[src/mrts_pkg.sv]
// ----------------------------------------------------------------------------
// mrts_pkg: shared types and constants for the mesh route table selector
// Holds field widths, status and request codes, the table entry type and the
// node ID check used on inserts.
// ----------------------------------------------------------------------------
package mrts_pkg;

  localparam int TABLE_ENTRIES = 16;
  localparam int IDX_W         = $clog2(TABLE_ENTRIES);

  localparam int ID_W    = 8;
  localparam int HOPS_W  = 8;
  localparam int RSSI_W  = 9;
  localparam int TIME_W  = 32;
  localparam int STAT_W  = 2;
  localparam int ADDR_W  = 4;
  localparam int DATA_W  = 32;

  localparam logic [ID_W-1:0] ID_BCAST = 8'hFF;
  localparam logic [ID_W-1:0] ID_MAX   = 8'hAA;

  localparam logic [STAT_W-1:0] ST_OK       = 2'd0;
  localparam logic [STAT_W-1:0] ST_BAD_ID   = 2'd1;
  localparam logic [STAT_W-1:0] ST_NO_ROUTE = 2'd2;

  localparam logic REQ_INSERT  = 1'b0;
  localparam logic REQ_REFRESH = 1'b1;

  localparam logic [1:0] REG_OWN_ADDR  = 2'd0;
  localparam logic [1:0] REG_MASTER_ID = 2'd1;
  localparam logic [1:0] REG_AGE_LIMIT = 2'd2;

  localparam logic [ID_W-1:0]   OWN_ADDR_RST  = 8'd0;
  localparam logic [ID_W-1:0]   MASTER_ID_RST = 8'd184;
  localparam logic [TIME_W-1:0] AGE_LIMIT_RST = 32'd62000;

  typedef struct packed {
    logic [ID_W-1:0]          node;
    logic [HOPS_W-1:0]        hops;
    logic [ID_W-1:0]          via;
    logic signed [RSSI_W-1:0] strength;
    logic [TIME_W-1:0]        stamp;
  } entry_t;

  // Valid IDs are nonzero multiples of 0x11 up to 0xAA, the master and broadcast.
  // A byte is a multiple of 0x11 exactly when both nibbles match.
  function automatic logic id_ok(input logic [ID_W-1:0] id,
                                 input logic [ID_W-1:0] master);
    logic mult;
    mult = (id != '0) && (id[7:4] == id[3:0]) && (id <= ID_MAX);
    return (id == master) || (id == ID_BCAST) || mult;
  endfunction

endpackage

[src/mesh_route_table_selector.sv]
// ----------------------------------------------------------------------------
// mesh_route_table_selector: minimum-hop mesh route table
// Stores neighbor reports, ages out stale entries and picks the route to the
// master with one entry scan unit that visits a table entry per cycle.
// An accepted item runs the aging pass, then the best-RSSI pass unless the first
// pass settles the route, then the decision state; a rejected insert skips them.
// No new item is accepted until the result is taken; the shared entry scan
// unit, one table entry per cycle over up to two passes, bounds the item rate.
// Reset (rst_n low, synchronous) empties the table, zeroes the route and
// loads the register defaults.
// ----------------------------------------------------------------------------
module mesh_route_table_selector
  import mrts_pkg::*;
(
  input  logic              clk,
  input  logic              rst_n,
  input  logic              in_tvalid,
  output logic              in_tready,
  // [7:0] node_id, [15:8] hops, [23:16] hop_id, [32:24] rssi,
  // [64:33] now_ms, [71:65] zero
  input  logic [71:0]       in_tdata,
  // [0] req_type
  input  logic              in_tuser,
  output logic              out_tvalid,
  input  logic              out_tready,
  // [7:0] route_hops, [15:8] route_next, [24:16] route_rssi, [31:25] zero
  output logic [31:0]       out_tdata,
  // [1:0] status
  output logic [STAT_W-1:0] out_tuser,
  input  logic              cfg_psel,
  input  logic              cfg_penable,
  input  logic              cfg_pwrite,
  input  logic [ADDR_W-1:0] cfg_paddr,
  input  logic [DATA_W-1:0] cfg_pwdata,
  output logic [DATA_W-1:0] cfg_prdata,
  output logic              cfg_pready
);

  localparam logic [2:0] S_IDLE = 3'd0;
  localparam logic [2:0] S_AGE  = 3'd1;
  localparam logic [2:0] S_BEST = 3'd2;
  localparam logic [2:0] S_DONE = 3'd3;
  localparam logic [2:0] S_OUT  = 3'd4;

  localparam logic [IDX_W-1:0] IDX_LAST = IDX_W'(TABLE_ENTRIES - 1);

  logic [2:0]               state_r, state_nxt;
  logic [IDX_W-1:0]         idx_r, idx_nxt;
  logic [ID_W-1:0]          own_r, master_r;
  logic [TIME_W-1:0]        age_lim_r;
  logic [TIME_W-1:0]        now_r, now_nxt;

  entry_t                   tbl_r [TABLE_ENTRIES];
  logic [TABLE_ENTRIES-1:0] valid_r;

  logic                     any_r, any_nxt;
  logic                     master_seen_r, master_seen_nxt;
  logic                     have_min_r, have_min_nxt;
  logic [HOPS_W-1:0]        min_r, min_nxt;
  logic                     found_r, found_nxt;
  logic signed [RSSI_W-1:0] best_rssi_r, best_rssi_nxt;
  logic [ID_W-1:0]          best_node_r, best_node_nxt;

  logic [HOPS_W-1:0]        cur_hops_r, cur_hops_nxt;
  logic [ID_W-1:0]          cur_next_r, cur_next_nxt;
  logic signed [RSSI_W-1:0] cur_rssi_r, cur_rssi_nxt;
  logic [STAT_W-1:0]        status_r, status_nxt;

  logic                     in_acc, cfg_wr;
  entry_t                   in_ent;
  logic                     ids_good, slot_in_range, tbl_wr;
  logic [3:0]               slot;

  entry_t                   scan_ent;
  logic                     scan_live, scan_expired, scan_keep;
  logic [TIME_W-1:0]        scan_age;

  assign in_tready  = (state_r == S_IDLE);
  assign out_tvalid = (state_r == S_OUT);
  assign out_tdata  = {7'd0, cur_rssi_r, cur_next_r, cur_hops_r};
  assign out_tuser  = status_r;
  assign cfg_pready = 1'b1;

  assign in_acc = in_tvalid && in_tready;
  assign cfg_wr = cfg_psel && cfg_penable && cfg_pwrite && cfg_pready;

  assign in_ent.node     = in_tdata[7:0];
  assign in_ent.hops     = in_tdata[15:8];
  assign in_ent.via      = in_tdata[23:16];
  assign in_ent.strength = in_tdata[32:24];
  assign in_ent.stamp    = in_tdata[64:33];

  assign ids_good      = id_ok(in_ent.node, master_r) && id_ok(in_ent.via, master_r);
  assign slot          = (in_ent.node == master_r) ? 4'd0 : in_ent.node[7:4];
  assign slot_in_range = int'(slot) < TABLE_ENTRIES;
  assign tbl_wr        = in_acc && (in_tuser == REQ_INSERT) && ids_good && slot_in_range;

  assign scan_ent     = tbl_r[idx_r];
  assign scan_live    = valid_r[idx_r];
  assign scan_age     = now_r - scan_ent.stamp;
  assign scan_expired = scan_live && !scan_age[TIME_W-1] && (scan_age > age_lim_r);
  assign scan_keep    = scan_live && !scan_expired;

  always_comb begin
    unique case (cfg_paddr[3:2])
      REG_OWN_ADDR:  cfg_prdata = {24'd0, own_r};
      REG_MASTER_ID: cfg_prdata = {24'd0, master_r};
      REG_AGE_LIMIT: cfg_prdata = age_lim_r;
      default:       cfg_prdata = '0;
    endcase
  end

  always_comb begin
    state_nxt       = state_r;
    idx_nxt         = idx_r;
    now_nxt         = now_r;
    any_nxt         = any_r;
    master_seen_nxt = master_seen_r;
    have_min_nxt    = have_min_r;
    min_nxt         = min_r;
    found_nxt       = found_r;
    best_rssi_nxt   = best_rssi_r;
    best_node_nxt   = best_node_r;
    cur_hops_nxt    = cur_hops_r;
    cur_next_nxt    = cur_next_r;
    cur_rssi_nxt    = cur_rssi_r;
    status_nxt      = status_r;

    unique case (state_r)
      S_IDLE: begin
        if (in_acc) begin
          now_nxt         = in_ent.stamp;
          idx_nxt         = '0;
          any_nxt         = 1'b0;
          master_seen_nxt = 1'b0;
          have_min_nxt    = 1'b0;
          min_nxt         = '0;
          found_nxt       = 1'b0;
          best_rssi_nxt   = '0;
          best_node_nxt   = '0;
          if (in_tuser == REQ_INSERT && !ids_good) begin
            status_nxt = ST_BAD_ID;
            state_nxt  = S_OUT;
          end else begin
            state_nxt = S_AGE;
          end
        end
      end
      S_AGE: begin
        if (scan_keep) begin
          any_nxt = 1'b1;
          if (scan_ent.node == master_r) begin
            master_seen_nxt = 1'b1;
          end
          if (scan_ent.hops != '0 && (!have_min_r || scan_ent.hops < min_r)) begin
            min_nxt      = scan_ent.hops;
            have_min_nxt = 1'b1;
          end
        end
        idx_nxt = idx_r + 1'b1;
        if (idx_r == IDX_LAST) begin
          idx_nxt = '0;
          if (!any_nxt || master_seen_nxt || !have_min_nxt) begin
            state_nxt = S_DONE;
          end else begin
            state_nxt = S_BEST;
          end
        end
      end
      S_BEST: begin
        if (scan_live && scan_ent.hops == min_r && scan_ent.via != own_r &&
            (!found_r || scan_ent.strength > best_rssi_r)) begin
          found_nxt     = 1'b1;
          best_rssi_nxt = scan_ent.strength;
          best_node_nxt = scan_ent.node;
        end
        idx_nxt = idx_r + 1'b1;
        if (idx_r == IDX_LAST) begin
          idx_nxt   = '0;
          state_nxt = S_DONE;
        end
      end
      S_DONE: begin
        state_nxt = S_OUT;
        if (!any_r) begin
          cur_hops_nxt = '0;
          cur_next_nxt = '0;
          cur_rssi_nxt = '0;
          status_nxt   = ST_NO_ROUTE;
        end else if (master_seen_r) begin
          cur_hops_nxt = HOPS_W'(1);
          cur_next_nxt = master_r;
          status_nxt   = ST_OK;
        end else if (!have_min_r || !found_r) begin
          status_nxt = ST_NO_ROUTE;
        end else begin
          cur_hops_nxt = min_r + 1'b1;
          cur_next_nxt = best_node_r;
          cur_rssi_nxt = best_rssi_r;
          status_nxt   = ST_OK;
        end
      end
      S_OUT: begin
        if (out_tready) begin
          state_nxt = S_IDLE;
        end
      end
      default: begin
        state_nxt = S_IDLE;
      end
    endcase
  end

  always_ff @(posedge clk) begin
    if (!rst_n) begin
      state_r    <= S_IDLE;
      idx_r      <= '0;
      valid_r    <= '0;
      cur_hops_r <= '0;
      cur_next_r <= '0;
      cur_rssi_r <= '0;
      status_r   <= ST_OK;
      own_r      <= OWN_ADDR_RST;
      master_r   <= MASTER_ID_RST;
      age_lim_r  <= AGE_LIMIT_RST;
    end else begin
      state_r    <= state_nxt;
      idx_r      <= idx_nxt;
      cur_hops_r <= cur_hops_nxt;
      cur_next_r <= cur_next_nxt;
      cur_rssi_r <= cur_rssi_nxt;
      status_r   <= status_nxt;
      if (tbl_wr) begin
        valid_r[IDX_W'(slot)] <= 1'b1;
      end
      if (state_r == S_AGE && scan_expired) begin
        valid_r[idx_r] <= 1'b0;
      end
      if (cfg_wr) begin
        unique case (cfg_paddr[3:2])
          REG_OWN_ADDR:  own_r     <= cfg_pwdata[ID_W-1:0];
          REG_MASTER_ID: master_r  <= cfg_pwdata[ID_W-1:0];
          REG_AGE_LIMIT: age_lim_r <= cfg_pwdata;
          default: ;
        endcase
      end
    end
  end

  always_ff @(posedge clk) begin
    now_r         <= now_nxt;
    any_r         <= any_nxt;
    master_seen_r <= master_seen_nxt;
    have_min_r    <= have_min_nxt;
    min_r         <= min_nxt;
    found_r       <= found_nxt;
    best_rssi_r   <= best_rssi_nxt;
    best_node_r   <= best_node_nxt;
    if (tbl_wr) begin
      tbl_r[IDX_W'(slot)] <= in_ent;
    end
  end

  a_busy_excl: assert property (@(posedge clk) disable iff (!rst_n)
    !(in_tready && out_tvalid))
    else $error("input ready while a result is pending");

  a_busy_after_acc: assert property (@(posedge clk) disable iff (!rst_n)
    (in_tvalid && in_tready) |=> !in_tready)
    else $error("input ready right after an item was accepted");

  a_idle_after_out: assert property (@(posedge clk) disable iff (!rst_n)
    (out_tvalid && out_tready) |=> (in_tready && !out_tvalid))
    else $error("block not idle after a result was taken");

  a_bad_id_fast: assert property (@(posedge clk) disable iff (!rst_n)
    (in_tvalid && in_tready && in_tuser == REQ_INSERT && !ids_good)
      |=> (out_tvalid && out_tuser == ST_BAD_ID))
    else $error("rejected insert did not report at once");

endmodule

[config.mk]
export PLATFORM = sky130hd
export DESIGN_NAME = mesh_route_table_selector
export DESIGN_NICKNAME = d
export VERILOG_FILES = /design/src/mrts_pkg.sv /design/src/mesh_route_table_selector.sv
export SDC_FILE = /design/constraint.sdc
export NUM_CORES = 1
export LEC_CHECK = 0
export BUFFER_PORTS_ARGS = -buffer_cell sky130_fd_sc_hd__buf_2
export CORE_MARGIN = 3
export CORE_UTILIZATION = 40
export DETAILED_ROUTE_END_ITERATION = 10
export MAX_ROUTING_LAYER = met4
export PLACE_DENSITY_LB_ADDON = 0.2
export SYNTH_ARGS = -nofsm -noshare
export SYNTH_HDL_FRONTEND = slang
export SYNTH_SLANG_ARGS = --single-unit
[constraint.sdc]
create_clock -name clk -period 11.77 [get_ports clk]
set_clock_uncertainty 0.15 [all_clocks]
set_input_delay 0.5885 -clock clk [delete_from_list [all_inputs] [get_ports clk]]
set_output_delay 0.5885 -clock clk [all_outputs]
set_load 0.005 [all_outputs]
# == Yosys cells after proc, flatten, opt, wreduce, memory -nomap -nowiden ==
# Memory sizes are Yosys's and may differ from the RTL's. A register that Yosys moved wholly into a read port is not among the register bits.
# Index checks and enable logic that the tools add are counted.
# totals
inputBits,116
regBits,159
mem_count,1
ram_bits,1040
# op_classes
n_reduce_logical,59
n_bitwise,4
n_mux,63
n_lt_le_gt_ge,9
eq_ne,27
add_sub_neg,3
# mem_list
memory,depth,word_bits,rd,rd_ports_with_merged_regs,write_ports,line,source
tbl_r,16,65,1,1,1,mesh_route_table_selector.sv:53,entry_t tbl_r [TABLE_ENTRIES];
# ops
op,count
case mux 32 bit (3 select lines),1
2-to-1 mux 8 bit,10
2-to-1 mux 16 bit,3
2-to-1 mux 9 bit,5
== test 8 bit,4
> comparator 32 bit,1
case mux 8 bit (2 select lines),2
subtractor 32 bit,1
nonzero test 8 bit,3
logical AND 1 bit,21
2-to-1 mux 4 bit,5
case mux 9 bit (2 select lines),1
bitwise AND 16 bit,1
"== test 8 bit, second input constant",2
"less-or-equal comparator 8 bit, second input constant",2
2-to-1 mux 1 bit,16
inverter 16 bit,1
bitwise OR 16 bit,1
2-to-1 mux 3 bit,5
case mux 3 bit (5 select lines),1
"inequality test 2 bit, second input constant",7
AND reduction 2 bit,7
"less-than comparator 4 x 5 -> 1 bit, second input constant",2
2-to-1 mux 2 bit,5
other kinds (29),58

# == Longest topological paths before layout ==
# depth
ltp_word,14
ltp_mapped,31
mapped_depth_nobuf,24

# == Least setup slack after synthesis ==
# Ideal clock, no wire load.
# synth_path
path_type,register -> register
from,register (tool-made name)
to,register min_r[0] (enable)
arrival_time_ns,7.122
synth_period_minus_slack_ns,7.601
setup_time_ns,0.329
stages_incl_launch_ff,31
slack_ns,4.169
path_cell_list,dfxtp_1 -> buf_6 -> buf_8 -> buf_8 -> buf_6 -> buf_2 -> buf_2 -> buf_2 -> mux4_2 -> mux4_2 -> ha_1 -> inv_1 -> fa_1 -> a21o_1 -> nand4_1 -> a211o_1 -> a2111oi_0 -> o31ai_1 -> a31oi_1 -> o41ai_1 -> o311ai_0 -> ha_1 -> a21oi_1 -> nand2_1 -> a221oi_1 -> o31ai_1 -> o21ai_0 -> a22oi_1 -> a21o_1 -> a211o_1 -> nand2_1
# synth_rtl
item,line,source
to (signal assigned),mesh_route_table_selector.sv:255,min_r <= min_nxt;
to (decl),mesh_route_table_selector.sv:59,"logic [HOPS_W-1:0] min_r, min_nxt;"

==> key figures <==
Critical path
  – Reg2reg setup slack: 2.78 ns
  – Worst endpoint required time: 11.99 ns
  – Crit start category: register
  – Element type at the critical path end: register
  – Setup Crit Path Kind: register to register
  – CP Max Fanout: 34
  – Worst EP arrival: 9.21 ns

STA
  – Highest clock rate: 111 MHz
  – Max-slew violations: 0
  – Tcrit/Tclk final: 76.3%
  – Setup TNS: 0 ns
  – Final setup viols: 0
  – Final count of hold timing violations: 0
  – Final hold slack: 0.0499 ns
  – Final Critical Period: 8.99 ns
  – Worst Slack Setup Final: 2.78 ns
  – Worst-Margin Slew: 1.20 ns
  – Slew margin rel.: 19.9%
  – RSZ-0062 raised after global routing: false

Yosys
  – Simple-gate share of the synthesized area: 4.06%
  – Main combinational cell family by area after synthesis: multiplexers
  – Mapped cell area: 49400 sq um
  – Area share of fa/ha/maj cells after synthesis: 2.22%
  – Cell taking the most area after synthesis: edfxtp_1
  – Share of the synthesized area in the top cell type: 67.0%
  – Leading post-synthesis cells by cell area: edfxtp_1 67%, mux4_2 14%, dfxtp_1 4.1%, ha_1 2.2%, mux2i_1 1.0%
  – Seq cells post-synth: 1203
  – Synth Instances: 2632
  – YS warnings: 0
  – Post-synth top flop: edfxtp_1
  – Syn avg cell area: 18.8 sq um
  – Fraction of registers with async set/reset: 0%
  – Most frequent cell after synthesis: edfxtp_1
  – Mux cell area share after synthesis: 15.1%
  – Seq/Total Area, Yosys: 71.1%
  – Synth cell types: 76
  – Post-synthesis compound-gate area fraction: 4.21%
  – Most frequent cells after synthesis: 1101 x edfxtp_1, 309 x mux4_2, 114 x nand2_1
  – Post-synth EDFFs: 1101
  – XOR/XNOR Fraction of Synth Area: 1.17%

Placement
  – Pre-CTS WS: 2.74 ns
  – Final HPWL DP: 71300 microns
  – Input/output buffers: 167
  – GPL Wtd Cong: 0.853
  – Placed Cells: 4601
  – Placed inst area: 53100 sq um

Finish
  – Share of cells above drive strength 1: 22.4%
  – Layout Nets: 3331
  – Filler cell count: 10400
  – Area delta synth->final: 16.1%
  – Final Instance Area: 57300 sq um
  – Finished Layout Cells: 4876

CTS
  – Root Driver: clkbuf_16
  – Clk_lat worst skew: 0.72 ns
  – Clock slew at reported path FFs: 0.06 ns
  – # hold bufs at CTS: 29
  – Clk sinks: 1203
  – CTS HTree Levels: 3
  – CTS max path bufs: 3
  – TritonCTS clock tree: built
  – Post-CTS setup buffer count: 0
  – PostCTS Resize Cnt: 0
  – CTS Buf Count: 121

Flow run
  – Max_cap viols: 0

Floorplanning
  – Die ar.: 128000 sq um
  – Number of I/O pins: 185
  – Die width: 357 microns
  – Core area: 122000 sq um
  – Initial Util: 40.4%
  – Placement Rows: 128
  – Die Y-Extent: 357 microns

GRT
  – Met3 GRT Util: 3.35%
  – Initial antenna violation count: 18
  – Number of global-route vias before repair: 26800
  – Total congestion overflow: 0
  – Largest net degree at the start of global routing: 121
  – GRT busiest layer: met2
  – Met2 Use GR: 30.3%
  – GR Util met1: 26.0%
  – First-pass GRT wire length: 176000 microns
  – GRT Total Usage: 19.3%

Drt
  – Routed WL per cell: 24.4 microns
  – Via density: 5.31
  – Routed Antenna Nets: 0
  – Aggregate routed wire length: 119000 microns
  – Vias: 25900
  – Drt pass-1 iters: 6
  – 1st-iter DRT viols: 2005
  – DRC violations left: 0

Pwr
  – Leakage power of the design: 19.2 nW
  – Maximum VDD drop: 0.000124 V
  – Cell Pwr Density: 158 nW/um^2

Worst hold path
  – Hold Crit Class: primary input to register

Run status
  – Status: complete, no violations
## layout make-up
class | count | area [sq um] | area share, %
antenna | 15 | 37.5 | 0.0655
clock buffer | 170 | 3270 | 5.71
clock inverter | 61 | 653 | 1.14
inverter | 101 | 382 | 0.666
multi-input combinational | 1462 | 14300 | 25.0
sequential | 1203 | 35100 | 61.3
tap | 1625 | 2030 | 3.55
timing repair buffer | 239 | 1490 | 2.59
## metrics by stage
stage | total power, mW | util, %
after floorplan | 5.22 | -
after global placement | 5.37 | 43.4
after detailed placement | 5.39 | 43.4
after CTS | 9.16 | 46.9
after global routing | 9.39 | 46.9
final | 9.06 | 46.9
## worst max-delay path: stages, from the launching register on
cell       delay (ns)
dfxtp_1          0.59
inv_4            0.79
buf_4            0.73
mux4_2           0.60
inv_1            0.08
ha_1             0.28
a21oi_1          0.20
nor2_1           0.06
a211oi_1         0.38
a2111oi_0        0.28
o31ai_1          0.59
a31oi_1          0.35
o41ai_1          0.62
nand3_1          0.14
o311ai_0         0.15
ha_1             0.34
a21oi_1          0.15
nand2_1          0.07
a221oi_1         0.27
o31ai_1          0.19
o21ai_0          0.53
a22oi_1          0.27
a21o_1           0.25
a211o_1          0.27
nand2_1          0.29
## registers in the layout, summed over array words and instances, names as in the netlist, 4 cells and up, named ones only
signal,flops
age_lim_r,32
best_node_r,8
best_rssi_r,9
cur_hops_r,8
cur_next_r,8
cur_rssi_r,9
idx_r,4
master_r,8
min_r,8
now_r,32
own_r,8
tbl_r,1040
valid_r,16
## logic make-up (layout without fill, tap and decap cells)
group                      Yosys count  after routing
AOI/OAI and AO/OA                  291            291
xor gates and xnor gates            65             65
adders and majority gates           87             87
buffers and inverters              233            571
DFF                               1203           1203
muxes                              359            359
other                                2            283
and+or+nand+nor                    392            392
## where the power goes
group	total [mW]	switching, mW	internal [mW]
Sequential	4.80	0.0354	4.76
Clock	3.75	1.63	2.13
Combinational	0.508	0.288	0.220
Total	9.06	1.95	7.11
## path summary, 6_finish.rpt
check,from,cells after the start,end
hold reg to reg,valid_r[14],1,valid_r[14]
setup / recovery,register,24,min_r[2]
setup reg to reg,register,24,min_r[2]
hold / removal,cfg_pwdata[13],3,age_lim_r[13]
## routing by layer
metal  up-vias  routed length [microns]
li1      11400                        -
met1     13600                    51600
met2       737                    57200
met3       165                     7020
met4         0                     3190
met5         -                        0
## layout by cell type, fill, tap and decap left out, types with 17 or more instances in the layout
cell type,netlist,routed
dfxtp_1,102,99
nand2_1,114,114
and2_1,44,44
a21oi_1,50,50
ha_1,86,86
a22oi_1,29,29
conb_1,2,268
nand4_1,22,22
a21boi_0,27,27
clkbuf_1,73,43
nor3_1,23,22
xnor2_1,47,47
edfxtp_1,1101,1101
o21ai_0,50,49
dlygate4sd3_1,0,29
mux2i_1,50,50
xor2_1,17,17
mux4_2,309,309
nor2b_1,52,51
buf_4,8,40
nor2_1,59,48
clkinv_2,0,18
buf_2,28,167
nand3_1,21,21
clkinv_1,0,22
inv_1,101,99
clkbuf_16,0,121
Power figures use the tool's default switching activity.
